--- src/design/radial_gradient_color_blend_unit_macros.svh ---
// ----------------------------------------------------------------------------
// Radial gradient color blend: assertion macros
// Shared concurrent assertion forms. Defining ASSERT_OFF removes them all.
// ----------------------------------------------------------------------------
`ifndef RADIAL_GRADIENT_COLOR_BLEND_UNIT_MACROS_SVH
`define RADIAL_GRADIENT_COLOR_BLEND_UNIT_MACROS_SVH

`ifndef ASSERT_OFF
// Same-cycle implication, sampled on the rising clock edge.
`define RGCB_ASSERT_IMPL(label, clk, rst_n, ante, cons) \
    label: assert property (@(posedge clk) disable iff (!rst_n) (ante) |-> (cons)) \
        else $error("implication check failed");
// Next-cycle implication, sampled on the rising clock edge.
`define RGCB_ASSERT_NEXT(label, clk, rst_n, ante, cons) \
    label: assert property (@(posedge clk) disable iff (!rst_n) (ante) |=> (cons)) \
        else $error("next-cycle check failed");
`else
`define RGCB_ASSERT_IMPL(label, clk, rst_n, ante, cons)
`define RGCB_ASSERT_NEXT(label, clk, rst_n, ante, cons)
`endif

`endif

--- src/design/rgcb_pkg.sv ---
`timescale 1ns / 1ps
// ----------------------------------------------------------------------------
// Radial gradient color blend package
// Widths, register indexes and payload types shared by the block's modules.
// ----------------------------------------------------------------------------
package rgcb_pkg;

    localparam int COORD_WIDTH_DEF = 24;
    localparam int CHANNEL_BITS    = 8;
    localparam int NUM_CHAN        = 3;
    localparam int NUM_GROUPS      = 3;
    localparam int COLOR_W         = 24;
    localparam int RADIUS_W        = 24;
    localparam int FRAC_BITS       = 16;
    localparam int CFG_IDX_W       = 3;
    localparam int CFG_DATA_W      = 24;

    // Configuration register indexes.
    typedef enum logic [CFG_IDX_W-1:0] {
        CFG_START_RADIUS = 3'd0,
        CFG_END_RADIUS   = 3'd1,
        CFG_DIFFUSE      = 3'd2,
        CFG_REFLECT      = 3'd3,
        CFG_TRANSPARENT  = 3'd4,
        CFG_ENABLES      = 3'd5
    } t_cfg_idx;

    // The three incoming colors of one beat.
    typedef struct packed {
        logic [COLOR_W-1:0] diffuse;
        logic [COLOR_W-1:0] reflect;
        logic [COLOR_W-1:0] transp;
    } t_colors;

    // Colors plus the region decision, carried beside the divider.
    typedef struct packed {
        t_colors colors;
        logic    pass;
        logic    full;
    } t_blend_side;

endpackage

--- src/design/rgcb_sqrt.sv ---
`timescale 1ns / 1ps
`include "radial_gradient_color_blend_unit_macros.svh"
// ----------------------------------------------------------------------------
// Pipelined integer square root
// Digit-by-digit restoring square root, one root bit per register stage, with
// a sideband word that travels alongside each beat.
// ----------------------------------------------------------------------------
module rgcb_sqrt
    import rgcb_pkg::*;
#(
    parameter int ROOT_W = COORD_WIDTH_DEF,
    parameter int SIDE_W = 1
) (
    input  logic                  i_clk,
    input  logic                  i_rst_n,
    input  logic                  i_en,
    input  logic                  i_valid,
    input  logic [2*ROOT_W-1:0]   i_rad,
    input  logic [SIDE_W-1:0]     i_side,
    output logic                  o_valid,
    output logic [ROOT_W-1:0]     o_root,
    output logic [SIDE_W-1:0]     o_side
);

    localparam int RAD_W = 2 * ROOT_W;
    localparam int REM_W = ROOT_W + 3;

    logic              r_v    [ROOT_W];
    logic [RAD_W-1:0]  r_rad  [ROOT_W];
    logic [REM_W-1:0]  r_rem  [ROOT_W];
    logic [ROOT_W-1:0] r_root [ROOT_W];
    logic [SIDE_W-1:0] r_side [ROOT_W];

    for (genvar k = 0; k < ROOT_W; k++) begin : g_stage
        logic              c_v;
        logic [RAD_W-1:0]  c_rad;
        logic [REM_W-1:0]  c_rem;
        logic [ROOT_W-1:0] c_root;
        logic [SIDE_W-1:0] c_side;
        logic [REM_W-1:0]  sh_rem;
        logic [REM_W-1:0]  trial;
        logic [REM_W-1:0]  n_rem;
        logic [ROOT_W-1:0] n_root;

        // Stage input comes from the ports or from the previous stage.
        if (k == 0) begin : g_first
            assign c_v    = i_valid;
            assign c_rad  = i_rad;
            assign c_rem  = '0;
            assign c_root = '0;
            assign c_side = i_side;
        end else begin : g_next
            assign c_v    = r_v[k-1];
            assign c_rad  = r_rad[k-1];
            assign c_rem  = r_rem[k-1];
            assign c_root = r_root[k-1];
            assign c_side = r_side[k-1];
        end

        // Bring down two radicand bits and try the next root bit.
        always_comb begin
            sh_rem = {c_rem[REM_W-3:0], c_rad[RAD_W-1 -: 2]};
            trial  = {1'b0, c_root, 2'b01};
            if (sh_rem >= trial) begin
                n_rem  = sh_rem - trial;
                n_root = {c_root[ROOT_W-2:0], 1'b1};
            end else begin
                n_rem  = sh_rem;
                n_root = {c_root[ROOT_W-2:0], 1'b0};
            end
        end

        always_ff @(posedge i_clk) begin
            if (!i_rst_n) begin
                r_v[k] <= 1'b0;
            end else if (i_en) begin
                r_v[k] <= c_v;
            end
        end

        always_ff @(posedge i_clk) begin
            if (i_en) begin
                r_rad[k]  <= {c_rad[RAD_W-3:0], 2'b00};
                r_rem[k]  <= n_rem;
                r_root[k] <= n_root;
                r_side[k] <= c_side;
            end
        end
    end

    assign o_valid = r_v[ROOT_W-1];
    assign o_root  = r_root[ROOT_W-1];
    assign o_side  = r_side[ROOT_W-1];

    // A finished root leaves a remainder of at most twice the root.
    `RGCB_ASSERT_IMPL(a_root_rem_bound, i_clk, i_rst_n, r_v[ROOT_W-1], r_rem[ROOT_W-1] <= {2'b00, r_root[ROOT_W-1], 1'b0})

endmodule

--- config.mk ---
export PLATFORM = sky130hd
export DESIGN_NAME = rgcb_sqrt
export DESIGN_NICKNAME = d
export VERILOG_FILES = /design/src/design/rgcb_pkg.sv /design/src/design/rgcb_sqrt.sv
export VERILOG_INCLUDE_DIRS = /design/src /design/src/design
export SDC_FILE = /design/constraint.sdc
export NUM_CORES = 2
export LEC_CHECK = 0
export BUFFER_PORTS_ARGS = -buffer_cell sky130_fd_sc_hd__clkbuf_2
export CAP_MARGIN = 20
export CORE_UTILIZATION = 40
export DETAILED_ROUTE_END_ITERATION = 10
export GPL_TIMING_DRIVEN = 0
export PLACE_DENSITY = 0.62
export REMOVE_ABC_BUFFERS = 1
export SYNTH_ARGS = -nofsm -noshare
export SYNTH_HDL_FRONTEND = slang
export SYNTH_SLANG_ARGS = --single-unit
--- constraint.sdc ---
create_clock -name i_clk -period 3.18 [get_ports i_clk]
set_input_delay 0.477 -clock i_clk [delete_from_list [all_inputs] [get_ports i_clk]]
set_output_delay 0.477 -clock i_clk [all_outputs]
set_load 0.005 [all_outputs]
==> out/metrics.yaml <==
cts_tree: "built"
violations: "setup timing"
gp_congestion: 0.909
critPathTopFamily: "simple AND/OR/NAND/NOR gates"
area_growth_pct: 16.7
drive_above_1_share_pct: 12.1
rows: 148
ys_seq_area_share_pct: 65.8
antenna_found_initial: 0
wl_um: 120000
p_clk_share_pct: 34.2
wl_per_cell_um: 15.9
run_status: "complete, but fails checks"
critPathLaunchType: "register"
hpwl_um: 79200
dr.pass1.iters: 7
synth_top_area_share_pct: 65.8
drtIter0Drc: 2324
synth-edff-count: 1441
synth_area_leader_cell: "edfxtp_1"
utilization_pct: 47.1
design_power_total_mw: 52.4
slew_violations: 0
fill_cells: 14327
synth_area_per_cell_um2: 13.3
finalCriticalPeriod_ns: 3.21
antenna_cells: 0
switchingPower_mw: 14.1
cts_max_path_buffers: 3
slew_headroom_pct: 44.7
globalRouteMet3Util_pct: 2.63
crit_path_top_delay_cell: "ha_1"
p_per_area_nw_per_um2: 682
netlist_area_um2: 65800
grt_most_used_layer: "met2"
track_usage_pct: 14.1
cp.arrival_ns: 3.71
setup_violations: 5
h-tree-depth: 4
crit_chain: "ha_1, nand2_1, nor2_1, nand4_1, nor4_2, nor3_4, nand2b_4, mux2_4"
hold_path_class: "primary input to register"
initial_utilization_pct: 40.4
ys_ff_latch: 1442
grt_pass1_vias: 38342
grt_pass1_wl_um: 192000
rsz0062_at_grt: "yes"
dp_cells: 7142
worstSkewPairLatency_ns: 0.79
core_um2: 163000
dr_total_vias: 38470
portBuffers: 78
cts_root_buf: "clkbuf_16"
worstSetupEndpointType: "register"
use_met1_pct: 15.8
power_frac_comb_pct: 17.9
p_int_mw: 38.3
cts_buffers: 160
worst_clock_skew_ns: 0.0461
path_class: "register to register"
grt_start_max_net_pins: 126
max_freq_mhz: 312
cts.reportedPaths.clkPinSlew_ns: 0.06
die_y_um: 407
die_x_um: 407
p_leak_nw: 29.1
hold_slack_ns: 0.212
final_cells: 7577
pre_cts_ws_ns: -1.46
worstPathRequired_ns: 3.69
design_area_um2: 76800
worstMarginPinSlew_ns: 0.828
power.sequential.fraction_pct: 47.9
worst-path-buf-inv: 0
setup_slack_ns: -0.0264
dieArea_um2: 166000
viasPerCell: 5.08
crit_fanout: 8
yosys_warnings: 0
clkSinkCount: 1442
synth_area_leaders: "edfxtp_1 66%, ha_1 6.2%, xnor2_1 2.9%"
swShare_pct: 26.9
synth-main-ff-cell: "edfxtp_1"
cp_slowest_stage_delay_ns: 0.47
drcViolationCount: 0
antenna_left: 0
overflow: 0
drv_cap: 0
ys_types: 78
grt.met2_usage_pct: 25.6
setup_tns_ns: -0.104
num_io_pins: 79
place_area_um2: 69100
period_share_pct: 101
synth_cells: 4957
peakVddDrop_v: 0.000556
nNetsFinal: 5648
hold_violations: 0
synth_async_sr_flop_share_pct: 0
## per-layer routing
layer	share of wire (%)	wire length, µm
met1	41	49000
met2	52	62200
met3	3.6	4290
met4	4.0	4830
met5	0	0
## cell type report
| cell class | instances | area (µm²) | area share [%] |
|---|---|---|---|
| Clock buffer | 199 | 4190 | 5.46 |
| Clock inverter | 95 | 977 | 1.27 |
| Inverter | 410 | 1550 | 2.02 |
| Multi-Input combinational cell | 3028 | 22000 | 28.6 |
| Sequential cell | 1442 | 43300 | 56.4 |
| Tap cell | 2175 | 2720 | 3.55 |
| Timing Repair Buffer | 227 | 2040 | 2.66 |
| Timing Repair inverter | 1 | 7.51 | 0.00978 |
## cells in the final DEF, fill, tap and decap left out, types with 165 or more instances in the layout
master / synthesis / routed
a21oi_1: 281 / 266
clkbuf_16: 0 / 165
nor2_1: 301 / 295
edfxtp_1: 1441 / 1441
xor2_1: 216 / 216
ha_1: 325 / 300
o21ai_0: 257 / 244
xnor2_1: 221 / 221
nand2_1: 327 / 323
inv_1: 408 / 404
## synthesized netlist by cell type, types with 35 or more instances
cell type / n
edfxtp_1: 1441
inv_1: 408
nand2_1: 327
ha_1: 325
nor2_1: 301
a21oi_1: 281
o21ai_0: 257
xnor2_1: 221
xor2_1: 216
nor3_1: 114
a21o_1: 107
clkbuf_1: 76
nand2b_1: 69
nand3_1: 66
nor4_1: 64
o21a_1: 62
or3_1: 56
and3_1: 48
nor2b_1: 45
mux2_2: 42
o31ai_1: 42
nand4_1: 39
or4_1: 35
## power by group through the flow
stage          registers [mW]  logic (mW)  clock network (mW)
4_1_cts                  25.0        8.99                18.6
5_1_grt                  25.3        10.4                19.3
3_3_place_gp             26.5        8.19                   0
3_5_place_dp             25.4        8.48                   0
6_report                 25.1        9.38                17.9
2_1_floorplan            25.0        6.37                   0
## flip-flops by register name (all words and copies together) (netlist names)
| register | cells |
|---|---|
| r_rad | 552 |
| r_rem | 542 |
| r_root | 300 |
| r_side | 24 |
| r_v | 24 |
## worst paths after layout
check	from	end	slack (ns)	depth (start not counted)
max	r_rem[2][117]$_DFFE_PP_	r_rem[2][152]$_DFFE_PP_	-0.03	8
max reg2reg	r_rem[2][117]$_DFFE_PP_	r_rem[2][152]$_DFFE_PP_	-0.03	8
min reg2reg	r_rad[1][361]$_DFFE_PP_	r_rad[2][41]$_DFFE_PP_	0.41	0
min	i_rst_n	r_v[2][0]$_DFF_P_	0.21	2
## timing repair
action | 4_1_cts | 5_1_grt
pin swaps | 26 | 35
resized for setup | 150 | 96
hold buffers | 51 | 0
endpoints found under the setup margin | 519 | 361
hold endpoints to repair | 51 | 0
cloned | 9 | 5
setup buffers | 32 | 44
## cells by family after synthesis
| logic type | synth area share [%] |
|---|---|
| adder cells (fa/ha/maj) | 6.18 |
| other | 0.00570 |
| XOR/XNOR | 5.82 |
| AND/OR/NAND/NOR | 9.54 |
| buffers and inverters | 2.86 |
| multiplexers | 0.856 |
| flip-flops | 65.8 |
| AO/OA/AOI/OAI | 8.91 |
Power figures use the tool's default switching activity.
