`src/design/radial_gradient_color_blend_unit_macros.svh`:
```
// ----------------------------------------------------------------------------
// Radial gradient color blend: assertion macros
// Shared concurrent assertion forms. Defining ASSERT_OFF removes them all.
// ----------------------------------------------------------------------------
`ifndef RADIAL_GRADIENT_COLOR_BLEND_UNIT_MACROS_SVH
`define RADIAL_GRADIENT_COLOR_BLEND_UNIT_MACROS_SVH

`ifndef ASSERT_OFF
// Same-cycle implication, sampled on the rising clock edge.
`define RGCB_ASSERT_IMPL(label, clk, rst_n, ante, cons) \
    label: assert property (@(posedge clk) disable iff (!rst_n) (ante) |-> (cons)) \
        else $error("implication check failed");
// Next-cycle implication, sampled on the rising clock edge.
`define RGCB_ASSERT_NEXT(label, clk, rst_n, ante, cons) \
    label: assert property (@(posedge clk) disable iff (!rst_n) (ante) |=> (cons)) \
        else $error("next-cycle check failed");
`else
`define RGCB_ASSERT_IMPL(label, clk, rst_n, ante, cons)
`define RGCB_ASSERT_NEXT(label, clk, rst_n, ante, cons)
`endif

`endif

```
`src/design/rgcb_pkg.sv`:
```
`timescale 1ns / 1ps
// ----------------------------------------------------------------------------
// Radial gradient color blend package
// Widths, register indexes and payload types shared by the block's modules.
// ----------------------------------------------------------------------------
package rgcb_pkg;

    localparam int COORD_WIDTH_DEF = 24;
    localparam int CHANNEL_BITS    = 8;
    localparam int NUM_CHAN        = 3;
    localparam int NUM_GROUPS      = 3;
    localparam int COLOR_W         = 24;
    localparam int RADIUS_W        = 24;
    localparam int FRAC_BITS       = 16;
    localparam int CFG_IDX_W       = 3;
    localparam int CFG_DATA_W      = 24;

    // Configuration register indexes.
    typedef enum logic [CFG_IDX_W-1:0] {
        CFG_START_RADIUS = 3'd0,
        CFG_END_RADIUS   = 3'd1,
        CFG_DIFFUSE      = 3'd2,
        CFG_REFLECT      = 3'd3,
        CFG_TRANSPARENT  = 3'd4,
        CFG_ENABLES      = 3'd5
    } t_cfg_idx;

    // The three incoming colors of one beat.
    typedef struct packed {
        logic [COLOR_W-1:0] diffuse;
        logic [COLOR_W-1:0] reflect;
        logic [COLOR_W-1:0] transp;
    } t_colors;

    // Colors plus the region decision, carried beside the divider.
    typedef struct packed {
        t_colors colors;
        logic    pass;
        logic    full;
    } t_blend_side;

endpackage

```
`src/design/rgcb_div.sv`:
```
`timescale 1ns / 1ps
`include "radial_gradient_color_blend_unit_macros.svh"
// ----------------------------------------------------------------------------
// Pipelined fractional divider
// Restoring division of a numerator below the denominator, one quotient bit
// per register stage, giving floor(num * 2^QUOT_W / den).
// ----------------------------------------------------------------------------
module rgcb_div
    import rgcb_pkg::*;
#(
    parameter int QUOT_W = FRAC_BITS,
    parameter int DEN_W  = RADIUS_W,
    parameter int SIDE_W = 1
) (
    input  logic              i_clk,
    input  logic              i_rst_n,
    input  logic              i_en,
    input  logic              i_valid,
    input  logic [DEN_W-1:0]  i_num,
    input  logic [DEN_W-1:0]  i_den,
    input  logic [SIDE_W-1:0] i_side,
    output logic              o_valid,
    output logic [QUOT_W-1:0] o_quot,
    output logic [SIDE_W-1:0] o_side
);

    logic              r_v    [QUOT_W];
    logic [DEN_W-1:0]  r_rem  [QUOT_W];
    logic [DEN_W-1:0]  r_den  [QUOT_W];
    logic [QUOT_W-1:0] r_quot [QUOT_W];
    logic [SIDE_W-1:0] r_side [QUOT_W];

    for (genvar k = 0; k < QUOT_W; k++) begin : g_stage
        logic              c_v;
        logic [DEN_W-1:0]  c_rem;
        logic [DEN_W-1:0]  c_den;
        logic [QUOT_W-1:0] c_quot;
        logic [SIDE_W-1:0] c_side;
        logic [DEN_W:0]    sh_rem;
        logic [DEN_W:0]    diff;
        logic [DEN_W-1:0]  n_rem;
        logic [QUOT_W-1:0] n_quot;

        if (k == 0) begin : g_first
            assign c_v    = i_valid;
            assign c_rem  = i_num;
            assign c_den  = i_den;
            assign c_quot = '0;
            assign c_side = i_side;
        end else begin : g_next
            assign c_v    = r_v[k-1];
            assign c_rem  = r_rem[k-1];
            assign c_den  = r_den[k-1];
            assign c_quot = r_quot[k-1];
            assign c_side = r_side[k-1];
        end

        // Shift the partial remainder and subtract where the divisor fits.
        always_comb begin
            sh_rem = {c_rem, 1'b0};
            diff   = sh_rem - {1'b0, c_den};
            if (sh_rem >= {1'b0, c_den}) begin
                n_rem  = diff[DEN_W-1:0];
                n_quot = {c_quot[QUOT_W-2:0], 1'b1};
            end else begin
                n_rem  = sh_rem[DEN_W-1:0];
                n_quot = {c_quot[QUOT_W-2:0], 1'b0};
            end
        end

        always_ff @(posedge i_clk) begin
            if (!i_rst_n) begin
                r_v[k] <= 1'b0;
            end else if (i_en) begin
                r_v[k] <= c_v;
            end
        end

        always_ff @(posedge i_clk) begin
            if (i_en) begin
                r_rem[k]  <= n_rem;
                r_den[k]  <= c_den;
                r_quot[k] <= n_quot;
                r_side[k] <= c_side;
            end
        end
    end

    assign o_valid = r_v[QUOT_W-1];
    assign o_quot  = r_quot[QUOT_W-1];
    assign o_side  = r_side[QUOT_W-1];

    // The numerator always enters below the divisor, so the remainder stays there.
    `RGCB_ASSERT_IMPL(a_div_rem_bound, i_clk, i_rst_n, r_v[QUOT_W-1], r_rem[QUOT_W-1] < r_den[QUOT_W-1])

endmodule

```
`config.mk`:
```
export PLATFORM = sky130hd
export DESIGN_NAME = rgcb_div
export DESIGN_NICKNAME = d
export VERILOG_FILES = /design/src/design/rgcb_pkg.sv /design/src/design/rgcb_div.sv
export VERILOG_INCLUDE_DIRS = /design/src /design/src/design
export SDC_FILE = /design/constraint.sdc
export NUM_CORES = 2
export LEC_CHECK = 0
export BUFFER_PORTS_ARGS = -buffer_cell sky130_fd_sc_hd__buf_2
export CAP_MARGIN = 5
export CORE_AREA = 10 10 402 404
export CTS_BUF_LIST = sky130_fd_sc_hd__clkbuf_16
export DETAILED_ROUTE_END_ITERATION = 10
export DIE_AREA = 0 0 412 414
export GPL_TIMING_DRIVEN = 0
export PLACE_DENSITY = 0.51
export SLEW_MARGIN = 20
export SYNTH_ARGS = -nofsm -noshare
export SYNTH_HDL_FRONTEND = slang
export SYNTH_SLANG_ARGS = --single-unit
```
`constraint.sdc`:
```
create_clock -name i_clk -period 6 [get_ports i_clk]
set_input_delay 0.6 -clock i_clk [delete_from_list [all_inputs] [get_ports i_clk]]
set_output_delay 0.6 -clock i_clk [all_outputs]
set_load 0.01 [all_outputs]
```
==> run_results.csv <==
group,metric,value,unit
synthesis,ys_ff_latch,888,
final_layout,final_layout_size_suffix_gt1_frac,0.0930,
final_layout,final-seq-area,26700,sq um
synthesis,syn_avg_cell_area,11.7,sq um
synthesis,syn_nets,4757,
clock_network,ctsHtreeMaxLevel,3,
hold_path,hold_class,"input pin to register",
route,avgViaCountPerCell,4.89,
sta,setup-tns-final,0,ps
power,leakage,23.1,nW
worst_setup_path,cp.required,6450,ps
power,vdd.ir_drop.worst,0.249,mV
job,cap_violations,0,
sta,post-route-period-util,0.754,
synthesis,ys_warn_count,0,
route,drtIter0Drc,1492,
sta,slew_violations,0,
synthesis,synthFlopType,"edfxtp_1",
power,p_sw,0.0110,W
clock_network,clock-sinks,888,
clock_network,cts_root_buf,"clkbuf_16",
sta,holdWs,80.6,ps
placed_design,port_buffers,70,
final_layout,synthToLayoutAreaGrowth,12.8,%
worst_setup_path,crit_fanout,10,
final_layout,num-fill-cells,14900,
power,p_comb_frac,0.459,
floorplanning,rows,144,
floorplanning,die_area,171000,sq um
route,dr.pass1.iters,7,
route,ant_nets,0,
clock_network,clk_pin_slew_worst_paths,50,ps
synthesis,synthArstFlopShare,0,
floorplanning,die_x,412,microns
final_layout,fin_nets,4948,
sta,fin_skew,58.1,ps
clock_network,cts_tree,"done",
sta,slew_headroom,0.332,
route,vias,32400,
worst_setup_path,crit_arrival,4970,ps
final_layout,finalNonFillerCells,6626,
route,drc,0,
worst_setup_path,crit_path_start_kind,"register",
global_route,grt_pass1_vias,33900,
floorplanning,die_y,414,microns
route,wl_per_cell,17.0,microns
power,powerDensity,526,nW/um^2
sta,rsz0062_at_grt,"false",
floorplanning,boundaryPins,71,
run_status,outcome,"finished clean",
route,wl,113000,microns
floorplanning,core_area,153000,sq um
synthesis,synth_edf_count,887,
power,power,0.0299,W
synthesis,synth_seq_area_share,0.530,
final_layout,design_area,56800,sq um
synthesis,mappedNetlistArea,50300,sq um
power,clkPwrFrac,0.204,
global_route,grt_use_total,0.129,
worst_setup_path,end_kind,"register",
clock_network,clock_latency,730,ps
final_layout,final_cell_mix,"edfxtp_1, inv_1, ha_1, a21oi_1, nand2_1",
sta,clock.fmax,221,MHz
synthesis,synth_cells,4306,
global_route,antenna_found_initial,0,
floorplanning,start_util,0.328,
power,switching_share,0.369,
placed_design,finalWeightedCongestion,0.946,
sta,hold_viol,0,
sta,fin_crit,4530,ps
placed_design,dpl.hpwl,85900,microns
clock_network,numCtsBuffers,109,
final_layout,antenna_cells,0,
sta,setup_viol,0,
worst_setup_path,worstSetupPathType,"register to register",
power,pwr-share-seq,0.336,
final_layout,final_common_cell,"edfxtp_1",
global_route,grt_max_degree,148,
placed_design,postPlaceCellArea,53400,sq um
final_layout,multi_input_area,21500,sq um
synthesis,yosysUniqueCellTypes,91,
sta,tightestPinTransition,995,ps
power,internal_power,0.0188,W
placed_design,place_inst,6427,
clock_network,cts_buffer_depth,3,
global_route,grt_pass1_wl,178000,microns
global_route,grt_overflow,0,
cell type report:
| cell class | count | share of cell area |
|---|---|---|
| clock buffers | 109 | 0.0480 |
| flip-flops and latches | 888 | 0.469 |
| well taps | 2044 | 0.0450 |
| plain buffers | 76 | 0.00663 |
| repair buffers | 80 | 0.0100 |
| multi-input cells | 2862 | 0.378 |
| inverters | 480 | 0.0317 |
| clock inverters | 87 | 0.0106 |
through the flow:
step	worst slack, ps	utilization
2_1_floorplan	2710	-
3_3_place_gp	-10100	0.347
3_5_place_dp	1260	0.348
4_1_cts	1260	0.370
5_1_grt	1230	0.370
6_report	1470	0.370
synth_stat cells, types with 9 or more instances:
cell | number | area, sq um
a211oi_1 | 22 | 165
xor2_1 | 105 | 920
a211o_1 | 10 | 87.6
o21a_1 | 49 | 368
or3_1 | 16 | 100
and4_1 | 15 | 131
nand4_1 | 45 | 282
a21o_1 | 136 | 1020
a21oi_1 | 350 | 1750
nor2_1 | 223 | 837
nand3_1 | 67 | 335
mux2_1 | 96 | 1080
fa_1 | 15 | 300
and3_1 | 41 | 257
nor4_1 | 19 | 119
and2_1 | 24 | 150
ha_1 | 383 | 4790
mux2i_1 | 21 | 210
a31o_2 | 10 | 87.6
nand2_1 | 233 | 875
clkbuf_1 | 48 | 180
o211ai_1 | 24 | 180
o21ai_1 | 18 | 90.1
or2_2 | 9 | 56.3
xnor2_1 | 187 | 1640
o21ai_0 | 221 | 1110
inv_1 | 480 | 1800
buf_6 | 9 | 101
buf_2 | 19 | 95.1
mux2_2 | 93 | 1050
o21bai_1 | 27 | 203
edfxtp_1 | 887 | 26600
nor2b_1 | 53 | 332
o31a_1 | 11 | 96.3
a21boi_0 | 19 | 143
o31ai_1 | 13 | 97.6
nor3_1 | 48 | 240
mux2_4 | 42 | 631
a31oi_1 | 39 | 244
nand2b_1 | 49 | 307
power by group through the flow:
stage	clock network [W]	registers, W	logic (W)
6_report	0.00610	0.0101	0.0137
5_1_grt	0.00662	0.0102	0.0153
2_1_floorplan	0	0.00982	0.0105
3_3_place_gp	0	0.0104	0.0136
3_5_place_dp	0	0.0102	0.0138
4_1_cts	0.00637	0.0101	0.0139
metal layers:
layer  part of all wire  vias to the layer above  wire length, microns  global-route usage
met5                  0                        -                     0                   0
met4              0.056                        0                  6310              0.0705
met3              0.029                      273                  3310              0.0201
met2               0.57                      508                 63800               0.264
met1               0.35                    15400                 39400               0.118
li1                   -                    16200                     -                   -
kinds of logic after synthesis:
| kind of cell | Yosys count | share of synthesized area |
|---|---|---|
| muxes | 252 | 0.0590 |
| buffers and inverters | 556 | 0.0433 |
| DFF | 888 | 0.530 |
| adders and majority gates | 398 | 0.101 |
| AOI/OAI and AO/OA | 1052 | 0.132 |
| xor gates and xnor gates | 292 | 0.0508 |
| and+or+nand+nor | 868 | 0.0839 |
path summary, 6_finish.rpt:
path	from	endpoint	slack, ps	cells past startpoint
max	r_rem[1][128]$_DFFE_PP_	r_rem[1][162]$_DFFE_PP_	1470	11
min	i_den[10]	r_den[0][10]$_DFFE_PP_	80	1
max reg2reg	r_rem[1][128]$_DFFE_PP_	r_rem[1][162]$_DFFE_PP_	1470	11
min reg2reg	r_side[1][6]$_DFFE_PP_	r_side[1][7]$_DFFE_PP_	370	0
sequential cells by signal, summed over array words and instances (netlist names):
signal  flops
r_den     360
r_quot    136
r_rem     360
r_side     16
r_v        16
critical path: stages (launching register included):
cell      delay [ps]
edfxtp_1         390
ha_1             390
nand4_1          230
nor2_1           540
o31a_1           340
o41ai_1          200
a31o_2           340
o21ai_1          210
a21oi_1          120
a22oi_2          600
buf_2            500
mux2_1           410
repair_timing:
| item | 4_1_cts | 5_1_grt |
|---|---|---|
| endpoints found under the hold margin | 3 | 0 |
| hold buffers | 3 | 0 |
| resized for setup | 0 | 0 |
| setup buffers | 0 | 0 |
| endpoints found under the setup margin | 0 | 0 |
No activity file was read; power rests on OpenSTA's default activity.
